### src/rtl/mcfir_pkg.sv
// Shared types and constants for the multichannel FIR filter unit.
// No dependencies; imported by every module of the block.
`timescale 1ns / 1ps

package mcfir_pkg;

  // Default configuration of the block.
  localparam int DEF_TAP_COUNT     = 64;
  localparam int DEF_CHANNEL_COUNT = 32;
  localparam int DEF_SAMPLE_BITS   = 24;

  // Fixed field widths of the item interface.
  localparam int CHANNEL_W = 5;
  localparam int CINDEX_W  = 6;
  localparam int DATA_W    = 32;

  // Depth of the queue between front end and engine (power of two).
  localparam int QUEUE_DEPTH = 4;

  // Item codes.
  localparam logic OP_FILTER = 1'b0;
  localparam logic OP_LOAD   = 1'b1;

  typedef struct packed {
    logic                 op;
    logic [CHANNEL_W-1:0] channel;
    logic                 frame_end;
    logic [CINDEX_W-1:0]  coeff_index;
  } mcfir_ctl_t;

  // One queued item: control part plus coefficient or sign-extended sample.
  typedef struct packed {
    mcfir_ctl_t          ctl;
    logic [DATA_W-1:0]   data;
  } mcfir_entry_t;

  typedef enum logic [2:0] {
    ST_CLEAR,
    ST_IDLE,
    ST_WRITE,
    ST_MAC,
    ST_DRAIN,
    ST_MAG,
    ST_SCALE,
    ST_OUT
  } mcfir_state_t;

endpackage

### src/rtl/mcfir_front.sv
// Input front end: transfer handshake and item classification.
// Depends on mcfir_pkg; feeds mcfir_queue.
`timescale 1ns / 1ps

module mcfir_front import mcfir_pkg::*; #(
  parameter int TAP_COUNT     = DEF_TAP_COUNT,
  parameter int CHANNEL_COUNT = DEF_CHANNEL_COUNT,
  parameter int SAMPLE_BITS   = DEF_SAMPLE_BITS
) (
  input  logic                          push,
  output logic                          full,
  input  logic                          opcode,
  input  logic [CHANNEL_W-1:0]          channel,
  input  logic                          frame_end,
  input  logic signed [SAMPLE_BITS-1:0] sample,
  input  logic [CINDEX_W-1:0]           coeff_index,
  input  logic signed [DATA_W-1:0]      coeff_value,
  input  logic                          clearing,
  input  logic                          q_full,
  output logic                          q_push,
  output mcfir_entry_t                  q_entry
);

  logic accept;
  logic keep;

  assign full   = q_full || clearing;
  assign accept = push && !full;

  // Out-of-range taps and channels are dropped here and never reach the engine.
  always_comb begin
    if (opcode == OP_LOAD) begin
      keep = 32'(coeff_index) < 32'(TAP_COUNT);
    end else begin
      keep = 32'(channel) < 32'(CHANNEL_COUNT);
    end
  end

  assign q_push = accept && keep;

  always_comb begin
    q_entry.ctl.op          = opcode;
    q_entry.ctl.channel     = channel;
    q_entry.ctl.frame_end   = frame_end;
    q_entry.ctl.coeff_index = coeff_index;
    if (opcode == OP_LOAD) begin
      q_entry.data = coeff_value;
    end else begin
      q_entry.data = DATA_W'(sample);
    end
  end

endmodule

### config.mk
export PLATFORM = sky130hd
export DESIGN_NAME = mcfir_front
export DESIGN_NICKNAME = d
export VERILOG_FILES = /design/src/rtl/mcfir_pkg.sv /design/src/rtl/mcfir_front.sv
export SDC_FILE = /design/constraint.sdc
export NUM_CORES = 1
export LEC_CHECK = 0
export ABC_CLOCK_PERIOD_IN_PS = 2300
export BUFFER_PORTS_ARGS = -buffer_cell sky130_fd_sc_hd__buf_2
export CORE_MARGIN = 3
export CORE_UTILIZATION = 30
export DETAILED_ROUTE_END_ITERATION = 7
export GPL_ROUTABILITY_DRIVEN = 0
export PLACE_DENSITY = 0.94
export SYNTH_ARGS = -nofsm -noshare
export SYNTH_HDL_FRONTEND = slang
export SYNTH_SLANG_ARGS = --single-unit
### constraint.sdc
create_clock -name vclk -period 2.3
set_clock_uncertainty 0.1 [all_clocks]
set_input_delay 0.345 -clock vclk [all_inputs]
set_output_delay 0.345 -clock vclk [all_outputs]
set_load 0.005 [all_outputs]
Word-level counts from Yosys, hierarchy flattened. Index checks and enable logic that the tools add are counted.

Multiplexer cells: 1. Reduce and logical (&&, ||, !) cells: 3.

Operators with widths (count): $mux W32 (1); $logic_and A1 B1 Y1 (1); $logic_not A1 Y1 (1); $logic_or A1 B1 Y1 (1).

Flip-flop bits (word level): 0. Input port bits: 72. Output and inout port bits: 47. Word-level logic and storage cells: 4.

Logic depth before layout (Yosys ltp).
Depth after elaboration: 3. Gate-level depth with buffers: 3. Gate-level depth less buffers: 1.

Worst setup path before layout. OpenSTA, ideal clock, no wires.

Path type: input to output. Start point: in opcode. End point: out q_entry[0] (netlist bit). Arrival time: 0.899 ns. Required time: 1.855 ns. Setup slack: 0.956 ns. Stages: 3. Buffers on the path: 2. Path through: buf_6 -> buf_12 -> mux2_4.

RTL lines: start: declaration (line mcfir_front.sv:12) `input logic opcode,`; end: declaration (line mcfir_front.sv:21) `output mcfir_entry_t q_entry`.

==> results.ini <==
[drt]
drt-initial-drc-count = 0
wl_per_cell_um = 11.7
num_vias = 685
routed_wl_mm = 1.84
routed_via_density = 4.36
route.detailed.drc = 0
first_pass_iters = 1
antenna_left = 0

[synth]
ys_seq_area_share_pct = 0
syn-cell-area_sq_um = 656
yosysWarnings = 0
yosysMostFrequentCell = mux2_4
synth_top_area_share_pct = 68.7
synthCells = 51
synthTopCellsByArea = mux2_4 69%, buf_4 15%, buf_12 9.2%, mux2_2 3.4%, buf_6 1.7%
syn-num-nets = 123
synth_largest_area_cell = mux2_4
synthDistinctLibCells = 7
syn_area_per_cell_sq_um = 12.9
synth_commonest_cells = 30 x mux2_4, 13 x buf_4, 3 x buf_12, 2 x mux2_2

[timing]
hold_viol = 0
setup_ws_ps = 689
slew_viol_final = 0
finalCriticalPeriod_ps = 1610
fin_crit_sh_pct = 70.1
fin_tns_setup_ps = 0
timing.hold.ws_ps = 590
setup_viol = 0
max_freq_ghz = 0.621
rsz0062_at_grt = false
tightest_slew_ps = 226
timing.slew.headroom_pct = 84.9

[worst_setup_path]
startpoint = opcode
required_ps = 1860
critPathCaptureType = output port
crit_type = in2out
cp_data_arrival_time_ps = 1170
critPathMaxFanout = 33
critPathLaunchType = input pin

[place]
dp.cells = 157
port_buffers = 95
dp_hpwl_mm = 1.69
preCtsSetupSlack_ps = 680

[job]
maxCapViolations = 0

[worst_hold_path]
min_from = coeff_index[0]
hp-class = in2out

[floorplanning]
dieArea_sq_mm = 0.00278
num_rows = 16
die_h_um = 52.8
pin_count = 119
die_w_um = 52.8
core_area_sq_mm = 0.00202
start_util_pct = 32.4

[cells_and_area]
drive_gt1_share_pct = 99.2
antennaDiodeCount = 0
utilization_pct = 50.2
fin_nets = 204
syn_to_final_growth_pct = 55.0
clkbuf_count = 0
seqCellArea_sq_um = 0
stdcell_count = 157
nFlopsAndLatches = 0

[global_route]
overflow = 0
grt_pass1_wl_mm = 2.41
gr-usage-all-layers_pct = 10.9
grt_pass1_vias = 591
grt_max_degree = 34
antenna_found_initial = 0

[power_and_ir_drop]
p_per_area_mw_per_mm2 = 192
leakage_nw = 0.641
peakVddDrop_mv = 0.102

[clocking]
post-cts-setup-buffers = 0
hold_buffers = 0
cts_resized = 0

[outcome]
status = finished, final reports clean

[worst max-delay path: stages]
cell and delay, ps:
buf_2 100, buf_12 240, mux2_2 360, buf_2 120
[where the power goes]
| part | total [W] | internal (W) | leakage [nW] | switching, W |
|---|---|---|---|---|
| logic | 0.000195 | 0.000133 | 0.641 | 0.0000625 |
| registers | 0 | 0 | 0 | 0 |
| clock network | 0 | 0 | 0 | 0 |
| total | 0.000195 | 0.000133 | 0.641 | 0.0000625 |
[area by class of cell]
class	instances	area [sq um]
Fill cell	201	1010
Timing Repair Buffer	96	495
Multi-Input combinational cell	34	487
Tap cell	27	33.8
[worst paths after layout]
kind / depth (start not counted) / endpoint
worst max-delay path: 4 / q_entry[29]
worst min-delay path: 0 / q_entry[32]
[per-layer routing]
layer / global-route usage, % / part of all wire [%] / wire length (um) / up-vias
met5: 0 / 0 / 0 / -
met4: 0.426 / 0 / 0 / 0
met3: 4.84 / 19 / 350 / 0
met2: 22.5 / 54 / 988 / 66
met1: 10.0 / 27 / 506 / 291
li1: - / - / - / 328
[metrics by stage]
stage | instance area, sq um | power [W]
6_report | 1020 | 0.000195
2_1_floorplan | 656 | 0.000127
3_3_place_gp | 1020 | 0.000194
3_5_place_dp | 1020 | 0.000198
5_1_grt | 1020 | 0.000213
4_1_cts | 1020 | 0.000198
[cells by family (layout without fill, tap and decap cells)]
family,count (synthesis),count (layout),share of synthesized area [%]
buffers and inverters,17,96,25.8
muxes,32,32,72.1
and+or+nand+nor,2,2,2.10
[layout by cell type (no fill, tap or decap)]
cell type  synthesis  final
buf_12             3      1
mux2_4            30     30
or2_2              1      1
nor3b_1            1      1
mux2_2             2      2
buf_2              0     95
(Power assumes the default switching activity.)
