## config.mk

```make
export PLATFORM = sky130hd
export DESIGN_NAME = mcfir_queue
export DESIGN_NICKNAME = d
export VERILOG_FILES = /design/src/rtl/mcfir_pkg.sv /design/src/rtl/mcfir_queue.sv
export SDC_FILE = /design/constraint.sdc
export NUM_CORES = 1
export LEC_CHECK = 0
export BUFFER_PORTS_ARGS = -buffer_cell sky130_fd_sc_hd__buf_2
export CAP_MARGIN = 15
export CORE_AREA = 5 5 100 171
export DETAILED_ROUTE_END_ITERATION = 10
export DIE_AREA = 0 0 105 176
export PLACE_DENSITY = 0.65
export SLEW_MARGIN = 10
export SYNTH_ARGS = -nofsm -noshare
export SYNTH_HDL_FRONTEND = slang
export SYNTH_SLANG_ARGS = --single-unit
```

## constraint.sdc

```tcl
create_clock -name clk -period 2.46 [get_ports clk]
set_clock_uncertainty 0.1 [all_clocks]
set_input_delay 0.492 -clock clk [delete_from_list [all_inputs] [get_ports clk]]
set_output_delay 0.492 -clock clk [all_outputs]
set_load 0.005 [all_outputs]
```

## src/rtl/mcfir_pkg.sv

```systemverilog
// Shared types and constants for the multichannel FIR filter unit.
// No dependencies; imported by every module of the block.
`timescale 1ns / 1ps

package mcfir_pkg;

  // Default configuration of the block.
  localparam int DEF_TAP_COUNT     = 64;
  localparam int DEF_CHANNEL_COUNT = 32;
  localparam int DEF_SAMPLE_BITS   = 24;

  // Fixed field widths of the item interface.
  localparam int CHANNEL_W = 5;
  localparam int CINDEX_W  = 6;
  localparam int DATA_W    = 32;

  // Depth of the queue between front end and engine (power of two).
  localparam int QUEUE_DEPTH = 4;

  // Item codes.
  localparam logic OP_FILTER = 1'b0;
  localparam logic OP_LOAD   = 1'b1;

  typedef struct packed {
    logic                 op;
    logic [CHANNEL_W-1:0] channel;
    logic                 frame_end;
    logic [CINDEX_W-1:0]  coeff_index;
  } mcfir_ctl_t;

  // One queued item: control part plus coefficient or sign-extended sample.
  typedef struct packed {
    mcfir_ctl_t          ctl;
    logic [DATA_W-1:0]   data;
  } mcfir_entry_t;

  typedef enum logic [2:0] {
    ST_CLEAR,
    ST_IDLE,
    ST_WRITE,
    ST_MAC,
    ST_DRAIN,
    ST_MAG,
    ST_SCALE,
    ST_OUT
  } mcfir_state_t;

endpackage

```

## src/rtl/mcfir_queue.sv

```systemverilog
// Short FIFO that decouples the front end from the filter engine.
// Depends on mcfir_pkg (entry type, depth).
`timescale 1ns / 1ps

module mcfir_queue import mcfir_pkg::*; (
  input  logic         clk,
  input  logic         rst,
  input  logic         push,
  input  mcfir_entry_t wdata,
  output logic         full,
  input  logic         take,
  output mcfir_entry_t head,
  output logic         empty
);

  localparam int QAW = $clog2(QUEUE_DEPTH);

  mcfir_entry_t     slots [QUEUE_DEPTH];
  logic [QAW-1:0]   wptr;
  logic [QAW-1:0]   rptr;
  logic [QAW:0]     count;

  assign full  = count == (QAW + 1)'(QUEUE_DEPTH);
  assign empty = count == '0;
  assign head  = slots[rptr];

  always_ff @(posedge clk) begin
    if (push) begin
      slots[wptr] <= wdata;
    end
  end

  always_ff @(posedge clk) begin
    if (rst) begin
      wptr  <= '0;
      rptr  <= '0;
      count <= '0;
    end else begin
      if (push) begin
        wptr <= wptr + 1'b1;
      end
      if (take) begin
        rptr <= rptr + 1'b1;
      end
      if (push && !take) begin
        count <= count + 1'b1;
      end else if (take && !push) begin
        count <= count - 1'b1;
      end
    end
  end

endmodule

```

Word-level counts from Yosys, hierarchy flattened. Memories as Yosys holds them, arrays and structs flattened. A register that Yosys moved wholly into a read port is not among the register bits. Cells that the tools add are included.

Memories kept: 1. Memory bits (writable): 180. Register bits: 7. Word-level logic and storage cells: 21.

Memory list: slots (depth 4, bits a word 45, read ports 1, clocked after memory_dff 1, write ports 1, line mcfir_queue.sv:18) `mcfir_entry_t slots [QUEUE_DEPTH];`.

Add/subtract/negate cells: 4. Mux-type cells: 6. Equality and inequality tests: 1. Reductions and logical operators: 6.

Operators with widths (count): 3-bit two-way mux (2); 2-bit by 1-bit adder with 2-bit output (second input constant) (2); 2-bit two-way mux (2); 3-bit by 1-bit adder with 3-bit output (second input constant) (1); 3-bit equality test (second input constant) (1); 3-bit zero test (1); 3-bit by 1-bit subtractor with 3-bit output (second input constant) (1); 1-bit logical AND (2); 1-bit zero test (2); 1-bit two-way mux (2); 2-bit nonzero test (1).

Depth between registers and ports, before layout. Gate-level depths: netlist of run 1.

Depth in word-level cells: 4. Mapped depth: 7.

Least setup slack after synthesis of run 1. Ideal clock, no wire load.

Path type: flip-flop to flip-flop. From: register wptr[0]. To: memory slots[2][0] (netlist bit), enable pin. Cell stages (with the launch flop): 4. Required time: 1953 ps. Library setup time: 407 ps. Buffers on the path: 0. Setup slack: 331 ps. Arrival: 1623 ps. Path through: dfxtp_1 -> inv_1 -> ha_1 -> and2_1.

RTL lines: from (decl) (line mcfir_queue.sv:19) `logic [QAW-1:0] wptr;`; from (signal assigned) (line mcfir_queue.sv:40) `wptr <= wptr + 1'b1;`; to (decl) (line mcfir_queue.sv:18).

No word-level cell before the write port.

==> flow_summary_export.csv, run 1 <==
group,metric,value,unit
power_and_ir_drop,ir_drop,0.461,mV
placed_design,preCtsSetupSlack,0.322,ns
placed_design,io_buffers,95,
sta,slew-limit-headroom,75.5,%
clocking,hold_buffers,0,
cells_and_area,syn_to_final_growth,18.2,%
floorplan,io_pins,96,
grt,antenna_found_initial,1,
cells_and_area,drive_gt1_share,45.1,%
sta,finalHoldViolCount,0,
drt,drc,0,
cells_and_area,antenna_cells,0,
floorplan,coreArea,15500,sq um
critical_path,reg2reg_slack,0.82,ns
synthesis,ys_types,23,
synthesis,avgSynthCellArea,25.0,sq um
hold_path,worst_hold_path_type,"in2reg",
clocking,clk_latency,0.42,ns
drt,dr.first_iter.drc_count,150,
grt,grt_max_degree,46,
power_and_ir_drop,leakagePower,0.00284,uW
clocking,clock-sinks,189,
drt,via_per_inst,5.25,
grt,grt_pass1_vias,3424,
clocking,postCtsResizedCells,0,
synthesis,synth_nets,334,
cells_and_area,design_area,8250,sq um
cells_and_area,fillers,1226,
floorplan,fp.dieH,176,microns
floorplan,dieArea,18500,sq um
critical_path,crit_arrival,1.84,ns
power_and_ir_drop,p_per_area,836,nW/um^2
synthesis,synth_commonest_cells,"edfxtp_1 (180), mux4_2 (40), dfxtp_1 (9)",
floorplan,num_rows,60,
power_and_ir_drop,seqPwrFrac,54.1,%
drt,drt_wl_total,12200,microns
critical_path,worstSetupStartpointType,"register",
synthesis,ys_async_sr_fraction,0,%
sta,final.period_utilization,98.7,%
sta,period_needed,2.43,ns
grt,groute.usage.overall,13.9,%
outcome,status,"finished, final reports clean",
drt,first_pass_iters,4,
critical_path,cp-end-kind,"output port",
critical_path,crit_chain,"buf_4, mux4_1, buf_2",
synthesis,yosysTopAreaCellShare,77.4,%
synthesis,yosys_warnings,0,
placed_design,dpl-instance-area,7700,sq um
synthesis,syn_area,6980,sq um
sta,rsz0062_at_grt,"true",
drt,postRouteAntennaNets,0,
floorplan,die_w,105,microns
critical_path,critPathSlowestCell,"mux4_1",
clocking,max-clock-path-buffers,2,
sta,fmax,0.412,GHz
clocking,clock-root-buffer,"clkbuf_16",
power_and_ir_drop,p_switching,1560,uW
synthesis,yosys-top-cells-area,"edfxtp_1 (77%), mux4_2 (13%), dfxtp_1 (2.6%), mux4_1 (1.9%), buf_12 (1.1%)",
drt,routed-via-count,3106,
grt,grt.overflow.total,0,
critical_path,slowest_delay,0.64,ns
placed_design,hpwl,7570,microns
synthesis,yosys.area.top_type,"edfxtp_1",
synthesis,synth_flop_cell,"edfxtp_1",
cells_and_area,postLayoutCoreUtil,53.4,%
drt,wire_per_inst,20.5,microns
placed_design,place_congestion,0.692,
cells_and_area,final_nets,448,
clocking,cts_buffers,17,
synthesis,synth_seq_area_share,80.0,%
critical_path,required,1.87,ns
clocking,post-cts-setup-buffer-count,0,
clocking,clk_pin_slew,0.07,ns
flow_run,max_cap_viol_count,0,
power_and_ir_drop,switching_share,22.6,%
power_and_ir_drop,p_int,5340,uW
grt,grt_pass1_wl,19100,microns
sta,setup_viol,0,
power_and_ir_drop,power_frac_comb,9.4,%
sta,tightest_slew,0.367,ns
floorplan,start_util,45.2,%
clocking,cts_tree,"done",
power_and_ir_drop,power.share.clock,36.6,%
synthesis,postSynthCellCount,279,
synthesis,synth.most_common_cell,"edfxtp_1",
synthesis,synth_edf_count,180,
synthesis,ys_ff_latch,189,
critical_path,worst-setup-path-type,"reg2out",
sta,layout_setup_ws,0.0327,ns
critical_path,crit_path_max_fanout,12,
clocking,htreeDepth,4,
sta,drv_slew,0,
registers in the layout, summed over array words and instances (netlist names), named ones only:
name   flops
rptr       2
count      3
wptr       2
slots    180
worst max-delay path, delay by kind of cell (launching register included):
kind	cells	cell delay (ns)
mux	1	0.64
buf+inv	2	0.41
flops	1	0.36
metal layers:
| metal | wire, microns | up-vias | track usage (%) |
|---|---|---|---|
| met4 | 161 | 2 | 5.12 |
| met5 | 13 | - | 0 |
| met2 | 7010 | 54 | 25.0 |
| met3 | 430 | 11 | 4.02 |
| li1 | - | 1401 | - |
| met1 | 4540 | 1638 | 15.4 |
power groups by stage:
| stage | Combinational, uW | Sequential, uW | Clock, uW |
|---|---|---|---|
| 6_report | 647 | 3730 | 2520 |
| 5_1_grt | 709 | 3740 | 2730 |
| 4_1_cts | 673 | 3730 | 2600 |
| 3_5_place_dp | 670 | 3810 | 0 |
| 3_3_place_gp | 657 | 3800 | 0 |
| 2_1_floorplan | 392 | 3790 | 0 |
kinds of logic after synthesis:
kind of cell / share of synthesized area, %
adder cells (fa/ha/maj): 1.18
AND/OR/NAND/NOR: 1.06
buffers and inverters: 1.93
multiplexers: 15.1
XOR/XNOR: 0.627
AO/OA/AOI/OAI: 0.143
flip-flops: 80.0
cell type report:
type | instances | area (sq um) | area share [%]
multi-input cells | 75 | 1270 | 15.4
clock buffers | 17 | 425 | 5.15
repair buffers | 106 | 596 | 7.22
clock inverters | 15 | 128 | 1.55
well taps | 186 | 233 | 2.82
inverters | 4 | 15.0 | 0.182
flip-flops and latches | 189 | 5590 | 67.7
worst paths after layout:
kind | startpoint | to | cells past startpoint
worst max-delay path | register | head[42] | 3
worst min-delay path | wdata[28] | slots[2][28]$_DFFE_PP_ | 1
worst max register to register | count[0]$_SDFFE_PP0P_ | count[2]$_SDFFE_PP0P_ | 4
worst min register to register | count[2]$_SDFFE_PP0P_ | count[2]$_SDFFE_PP0P_ | 2
metrics by stage:
step | cells | total power [uW] | TNS (ns) | hold WS (ns)
final | 592 | 6900 | 0 | 0.180
after CTS | 592 | 7010 | -0.00111 | 0.157
after detailed placement | 560 | 4480 | 0 | 0.416
after global placement | 560 | 4450 | 0 | 0.380
after floorplan | 279 | 4190 | 0 | 0.366
after global routing | 592 | 7180 | -0.315 | 0.156
layout by cell type, fill, tap and decap left out:
master	count
and2_2	4
nor3_1	1
a21oi_1	1
dfxtp_2	1
or3_1	1
clkinv_2	3
inv_6	5
o21ai_0	1
ha_1	5
xor2_1	3
clkinv_1	1
mux4_1	5
nand2_1	1
xnor2_1	2
inv_1	4
buf_12	3
buf_2	95
buf_4	8
nor3b_1	1
clkinv_4	3
dfxtp_1	7
fa_1	1
clkinv_8	1
clkbuf_16	17
mux4_2	40
nor2_1	7
edfxtp_1	180
inv_8	2
mux2i_1	2
dfxtp_4	1
No activity file was read; power rests on OpenSTA's default activity.
==> run 2, diff against run 1 <==
==> constraint.sdc (replaced) <==
create_clock -name clk -period 2.46 [get_ports clk]
set_clock_uncertainty 0.1 [all_clocks]
set_input_delay 0.123 -clock clk [delete_from_list [all_inputs] [get_ports clk]]
set_output_delay 0.123 -clock clk [all_outputs]
set_load 0.005 [all_outputs]
==> flow_summary_export.csv, run 2 (synthesis results as in run 1) <==
group,metric,value,unit
cells_and_area,postLayoutCoreUtil,57.3,%
floorplan,start_util,45.2,%
cells_and_area,final_nets,498,
grt,antenna_found_initial,0,
clocking,cts_buffers,17,
power_and_ir_drop,total_power,7460,uW
clocking,post-cts-setup-buffer-count,0,
grt,grt_pass1_vias,3692,
sta,setup_viol,0,
hold_path,holdPathEnd,"slots[0][2]$_DFFE_PP_",
hold_path,hold_depth,2,
critical_path,crit_path_max_fanout,15,
clocking,clk_pin_slew,0.07,ns
cells_and_area,top_regs,"slots x180, count x3",
critical_path,rr_worst_depth,4,
drt,wire_per_inst,19.7,microns
clocking,clock-sinks,189,
cells_and_area,layout_commonest_cell,"edfxtp_1",
drt,first_pass_iters,4,
critical_path,critPathSlowestCell,"mux4_1",
cells_and_area,syn_to_final_growth,27.0,%
critical_path,slowest_delay,0.58,ns
critical_path,worst-path-buf-inv,2,
critical_path,r2r_start,"count[0]$_SDFFE_PP0P_",
critical_path,worst-setup-path-type,"reg2out",
power_and_ir_drop,ir_drop,0.432,mV
hold_path,worst_hold_path_type,"in2reg",
grt,groute.usage.overall,14.3,%
floorplan,dieArea,18500,sq um
floorplan,fp.dieH,176,microns
cells_and_area,final_cell_mix,"edfxtp_1 (180), buf_2 (95), dlygate4sd3_1 (49), mux4_2 (40), clkbuf_16 (17)",
grt,grt_pass1_wl,19800,microns
floorplan,num_rows,60,
drt,via_per_inst,5.12,
clocking,clock-root-buffer,"clkbuf_16",
clocking,clk_latency,0.41,ns
placed_design,preCtsSetupSlack,0.661,ns
cells_and_area,fillers,1144,
cells_and_area,antenna_cells,0,
floorplan,coreArea,15500,sq um
critical_path,critPathTopFamily,"multiplexers",
sta,drv_slew,0,
hold_path,hold_start,"wdata[2]",
critical_path,reg2reg_slack,0.84,ns
drt,dr.first_iter.drc_count,127,
critical_path,crit_arrival,1.97,ns
critical_path,crit_chain,"buf_4, mux4_1, buf_2",
placed_design,place_congestion,0.708,
sta,period_needed,2.19,ns
drt,drt_wl_total,12700,microns
flow_run,max_cap_viol_count,0,
sta,setup_tns,0,ns
power_and_ir_drop,p_per_area,842,nW/um^2
critical_path,cp.depth,3,
outcome,status,"finished, final reports clean",
sta,fmax,0.457,GHz
cells_and_area,largest_reg_flops,180,
sta,tightest_slew,0.546,ns
grt,grt_max_degree,46,
clocking,cts_tree,"done",
critical_path,worstSetupStartpointType,"register",
critical_path,cp-end-kind,"output port",
critical_path,reg2reg_to,"count[2]$_SDFFE_PP0P_",
placed_design,hpwl,8180,microns
placed_design,io_buffers,95,
floorplan,die_w,105,microns
critical_path,required,2.24,ns
sta,slew-limit-headroom,63.6,%
sta,final.period_utilization,89.0,%
clocking,max-clock-path-buffers,2,
sta,rsz0062_at_grt,"false",
drt,drc,0,
grt,grt.overflow.total,0,
drt,routed-via-count,3285,
sta,layout_setup_ws,0.270,ns
cells_and_area,regMostFlops,"slots",
floorplan,io_pins,96,
power_and_ir_drop,leakagePower,0.00309,uW
sta,finalHoldViolCount,0,
clocking,htreeDepth,4,
drt,postRouteAntennaNets,0,
cells_and_area,drive_gt1_share,40.1,%
run 2: where the power goes:
part	total, uW	internal (uW)	leakage, uW	switching (uW)
clock	3010	1910	0.000315	1100
combinational	696	380	0.00104	317
sequential	3760	3690	0.00173	70.3
run 2: routing by layer:
layer	GRT usage, %	part of all wire [%]	vias to the layer above
met5	0	0	-
met2	26.2	57	71
li1	-	-	1502
met1	15.1	37	1696
met3	3.84	3.6	16
met4	6.61	2.6	0
run 2: how the worst max path moves through the flow:
stage,end,slack [ns]
after floorplan,slots[2][0]$_DFFE_PP_,0.33
after global placement,head[44],0.69
after detailed placement,head[31],0.66
after CTS,head[31],0.21
after global routing,head[31],0.14
final,head[31],0.27
run 2: timing repair:
item / CTS / global route
hold buffers: 49 / 0
gates resized for setup: 0 / 0
endpoints found under the hold margin: 189 / 0
endpoints found under the setup margin: 0 / 0
run 2: area by class of cell:
class / count / area (sq um) / area share [%]
Sequential cell: 189 / 5590 / 63.1
Multi-Input combinational cell: 75 / 1270 / 14.3
Timing Repair Buffer: 156 / 1090 / 12.3
Clock buffer: 18 / 429 / 4.84
Clock inverter: 14 / 238 / 2.68
Tap cell: 186 / 233 / 2.62
Inverter: 4 / 15.0 / 0.169
run 2: stage by stage:
| stage | hold slack (ns) | instances | area [sq um] |
|---|---|---|---|
| 2_1_floorplan | 0.122 | 279 | 6980 |
| 3_3_place_gp | 0.233 | 561 | 7710 |
| 3_5_place_dp | 0.240 | 561 | 7710 |
| 4_1_cts | 0.340 | 642 | 8870 |
| 5_1_grt | 0.349 | 642 | 8870 |
| 6_report | 0.356 | 642 | 8870 |
==> run 3, diff against run 2 <==
- CAP_MARGIN: 15 -> unset
- CORE_AREA: 5 5 100 171 -> 5 5 166 104
- DIE_AREA: 0 0 105 176 -> 0 0 171 109
==> flow_summary_export.csv, run 3 (synthesis results as in run 1) <==
group,metric,value,unit
outcome,status,"finished, final reports clean",
grt,grt_pass1_vias,3563,
hold_path,worst_hold_path_type,"in2reg",
clocking,clock-sinks,189,
critical_path,reg2reg_to,"count[2]$_SDFFE_PP0P_",
drt,wire_per_inst,19.4,microns
drt,routed-via-count,3336,
critical_path,worst-setup-path-type,"reg2out",
critical_path,critPathCapture,"head[3]",
clocking,max-clock-path-buffers,2,
sta,finalHoldViolCount,0,
placed_design,hpwl,7960,microns
drt,via_per_inst,5.02,
floorplan,num_rows,36,
critical_path,cp.depth,3,
drt,dr.first_iter.drc_count,206,
drt,first_pass_iters,4,
cells_and_area,drive_gt1_share,40.2,%
critical_path,r2r_start,"count[0]$_SDFFE_PP0P_",
floorplan,coreArea,15700,sq um
sta,setup_viol,0,
cells_and_area,regMostFlops,"slots",
floorplan,io_pins,96,
drt,postRouteAntennaNets,0,
placed_design,preCtsSetupSlack,0.651,ns
critical_path,required,2.24,ns
critical_path,reg2reg_slack,0.86,ns
clocking,cts_tree,"done",
critical_path,worst-path-buf-inv,2,
sta,final.period_utilization,89.5,%
critical_path,cp-end-kind,"output port",
cells_and_area,layout_commonest_cell,"edfxtp_1",
clocking,htreeDepth,4,
sta,rsz0062_at_grt,"false",
cells_and_area,top_regs,"slots x180, count x3",
cells_and_area,final_nets,498,
floorplan,start_util,44.4,%
cells_and_area,design_area,8820,sq um
sta,slew-limit-headroom,72.4,%
power_and_ir_drop,p_switching,1510,uW
critical_path,critPathTopFamily,"flip-flops",
power_and_ir_drop,p_per_area,825,nW/um^2
floorplan,die_w,171,microns
grt,grt_max_degree,27,
sta,period_needed,2.20,ns
clocking,clk_pin_slew,0.07,ns
clocking,clock-root-buffer,"clkbuf_16",
cells_and_area,largest_reg_flops,180,
sta,tightest_slew,0.414,ns
sta,fmax,0.454,GHz
sta,setup_tns,0,ns
power_and_ir_drop,switching_share,20.7,%
grt,antenna_found_initial,1,
critical_path,worstSetupStartpointType,"register",
floorplan,fp.dieH,109,microns
power_and_ir_drop,power.share.clock,38.9,%
clocking,post-cts-setup-buffer-count,0,
flow_run,max_cap_viol_count,0,
placed_design,place_congestion,0.704,
cells_and_area,final_cell_mix,"edfxtp_1 (180), buf_2 (95), dlygate4sd3_1 (49), mux4_2 (40), clkbuf_16 (17)",
critical_path,crit_chain,"buf_4, mux4_2, buf_2",
power_and_ir_drop,p_int,5770,uW
sta,drv_slew,0,
power_and_ir_drop,power_frac_comb,9.6,%
sta,layout_setup_ws,0.257,ns
clocking,clk_latency,0.41,ns
drt,drt_wl_total,12900,microns
sta,hold_slack,0.359,ns
critical_path,crit_arrival,1.98,ns
grt,groute.usage.overall,14.6,%
placed_design,dpl-instance-area,7710,sq um
clocking,cts_buffers,17,
power_and_ir_drop,ir_drop,0.422,mV
cells_and_area,multi_input_area,1270,sq um
critical_path,crit_path_max_fanout,14,
power_and_ir_drop,seqPwrFrac,51.5,%
critical_path,critPathSlowestCell,"dfxtp_4",
critical_path,slowest_delay,0.55,ns
cells_and_area,fillers,1168,
drt,drc,0,
floorplan,dieArea,18600,sq um
placed_design,io_buffers,95,
power_and_ir_drop,leakagePower,0.00307,uW
cells_and_area,seq_area,5590,sq um
critical_path,rr_worst_depth,4,
cells_and_area,syn_to_final_growth,26.3,%
grt,grt_pass1_wl,20100,microns
grt,grt.overflow.total,0,
run 3: changes by cell type in the layout (fill, tap and decap cells not counted):
cell,change
clkinv_4,+3
clkinvlp_4,-3
buf_12,-2
buf_4,+2
bufinv_16,-2
clkinv_2,+2
clkinv_1,-1
diode_2,+1
run 3: timing repair:
item | CTS | global route
hold endpoints to repair | 189 | 0
gates resized for setup | 0 | 0
hold buffers | 49 | 0
run 3: power by group through the flow:
stage	sequential (uW)	clock (uW)	combinational [uW]
CTS	3750	2900	719
global route	3760	3050	770
floorplan	3790	0	392
finish	3750	2830	700
global placement	3810	0	640
detailed placement	3820	0	654
run 3: layout make-up:
class / instances / area share, %
antenna: 1 / 0.0284
clock buffer: 18 / 4.86
clock inverter: 13 / 2.13
inverter: 4 / 0.170
multi-input combinational: 75 / 14.4
sequential: 189 / 63.4
tap: 209 / 2.96
timing repair buffer: 156 / 12.1
run 3: stage by stage:
stage | power, uW | cells | utilization, %
5_1_grt | 7590 | 665 | 56.1
6_report | 7270 | 665 | 56.1
3_3_place_gp | 4450 | 584 | 49.1
2_1_floorplan | 4190 | 279 | -
3_5_place_dp | 4470 | 584 | 49.1
4_1_cts | 7370 | 664 | 56.1
run 3: how the worst min path moves through the flow:
stage               startpoint                endpoint  slack [ns]  depth (start not counted)
detailed placement   wdata[37]  slots[0][37]$_DFFE_PP_        0.24                          1
global route         wdata[44]  slots[3][44]$_DFFE_PP_        0.35                          2
floorplan             wdata[0]   slots[0][0]$_DFFE_PP_        0.12                          0
CTS                   wdata[0]   slots[1][0]$_DFFE_PP_        0.34                          2
finish               wdata[13]  slots[2][13]$_DFFE_PP_        0.36                          2
global placement     wdata[31]  slots[3][31]$_DFFE_PP_        0.24                          1
run 3: routing by layer:
| metal | share of wire [%] | vias up | global-route usage, % |
|---|---|---|---|
| li1 | - | 1508 | - |
| met1 | 46 | 1728 | 20.4 |
| met2 | 46 | 92 | 22.1 |
| met3 | 7.2 | 8 | 5.62 |
| met4 | 0.58 | 0 | 2.88 |
| met5 | 0 | - | 0 |
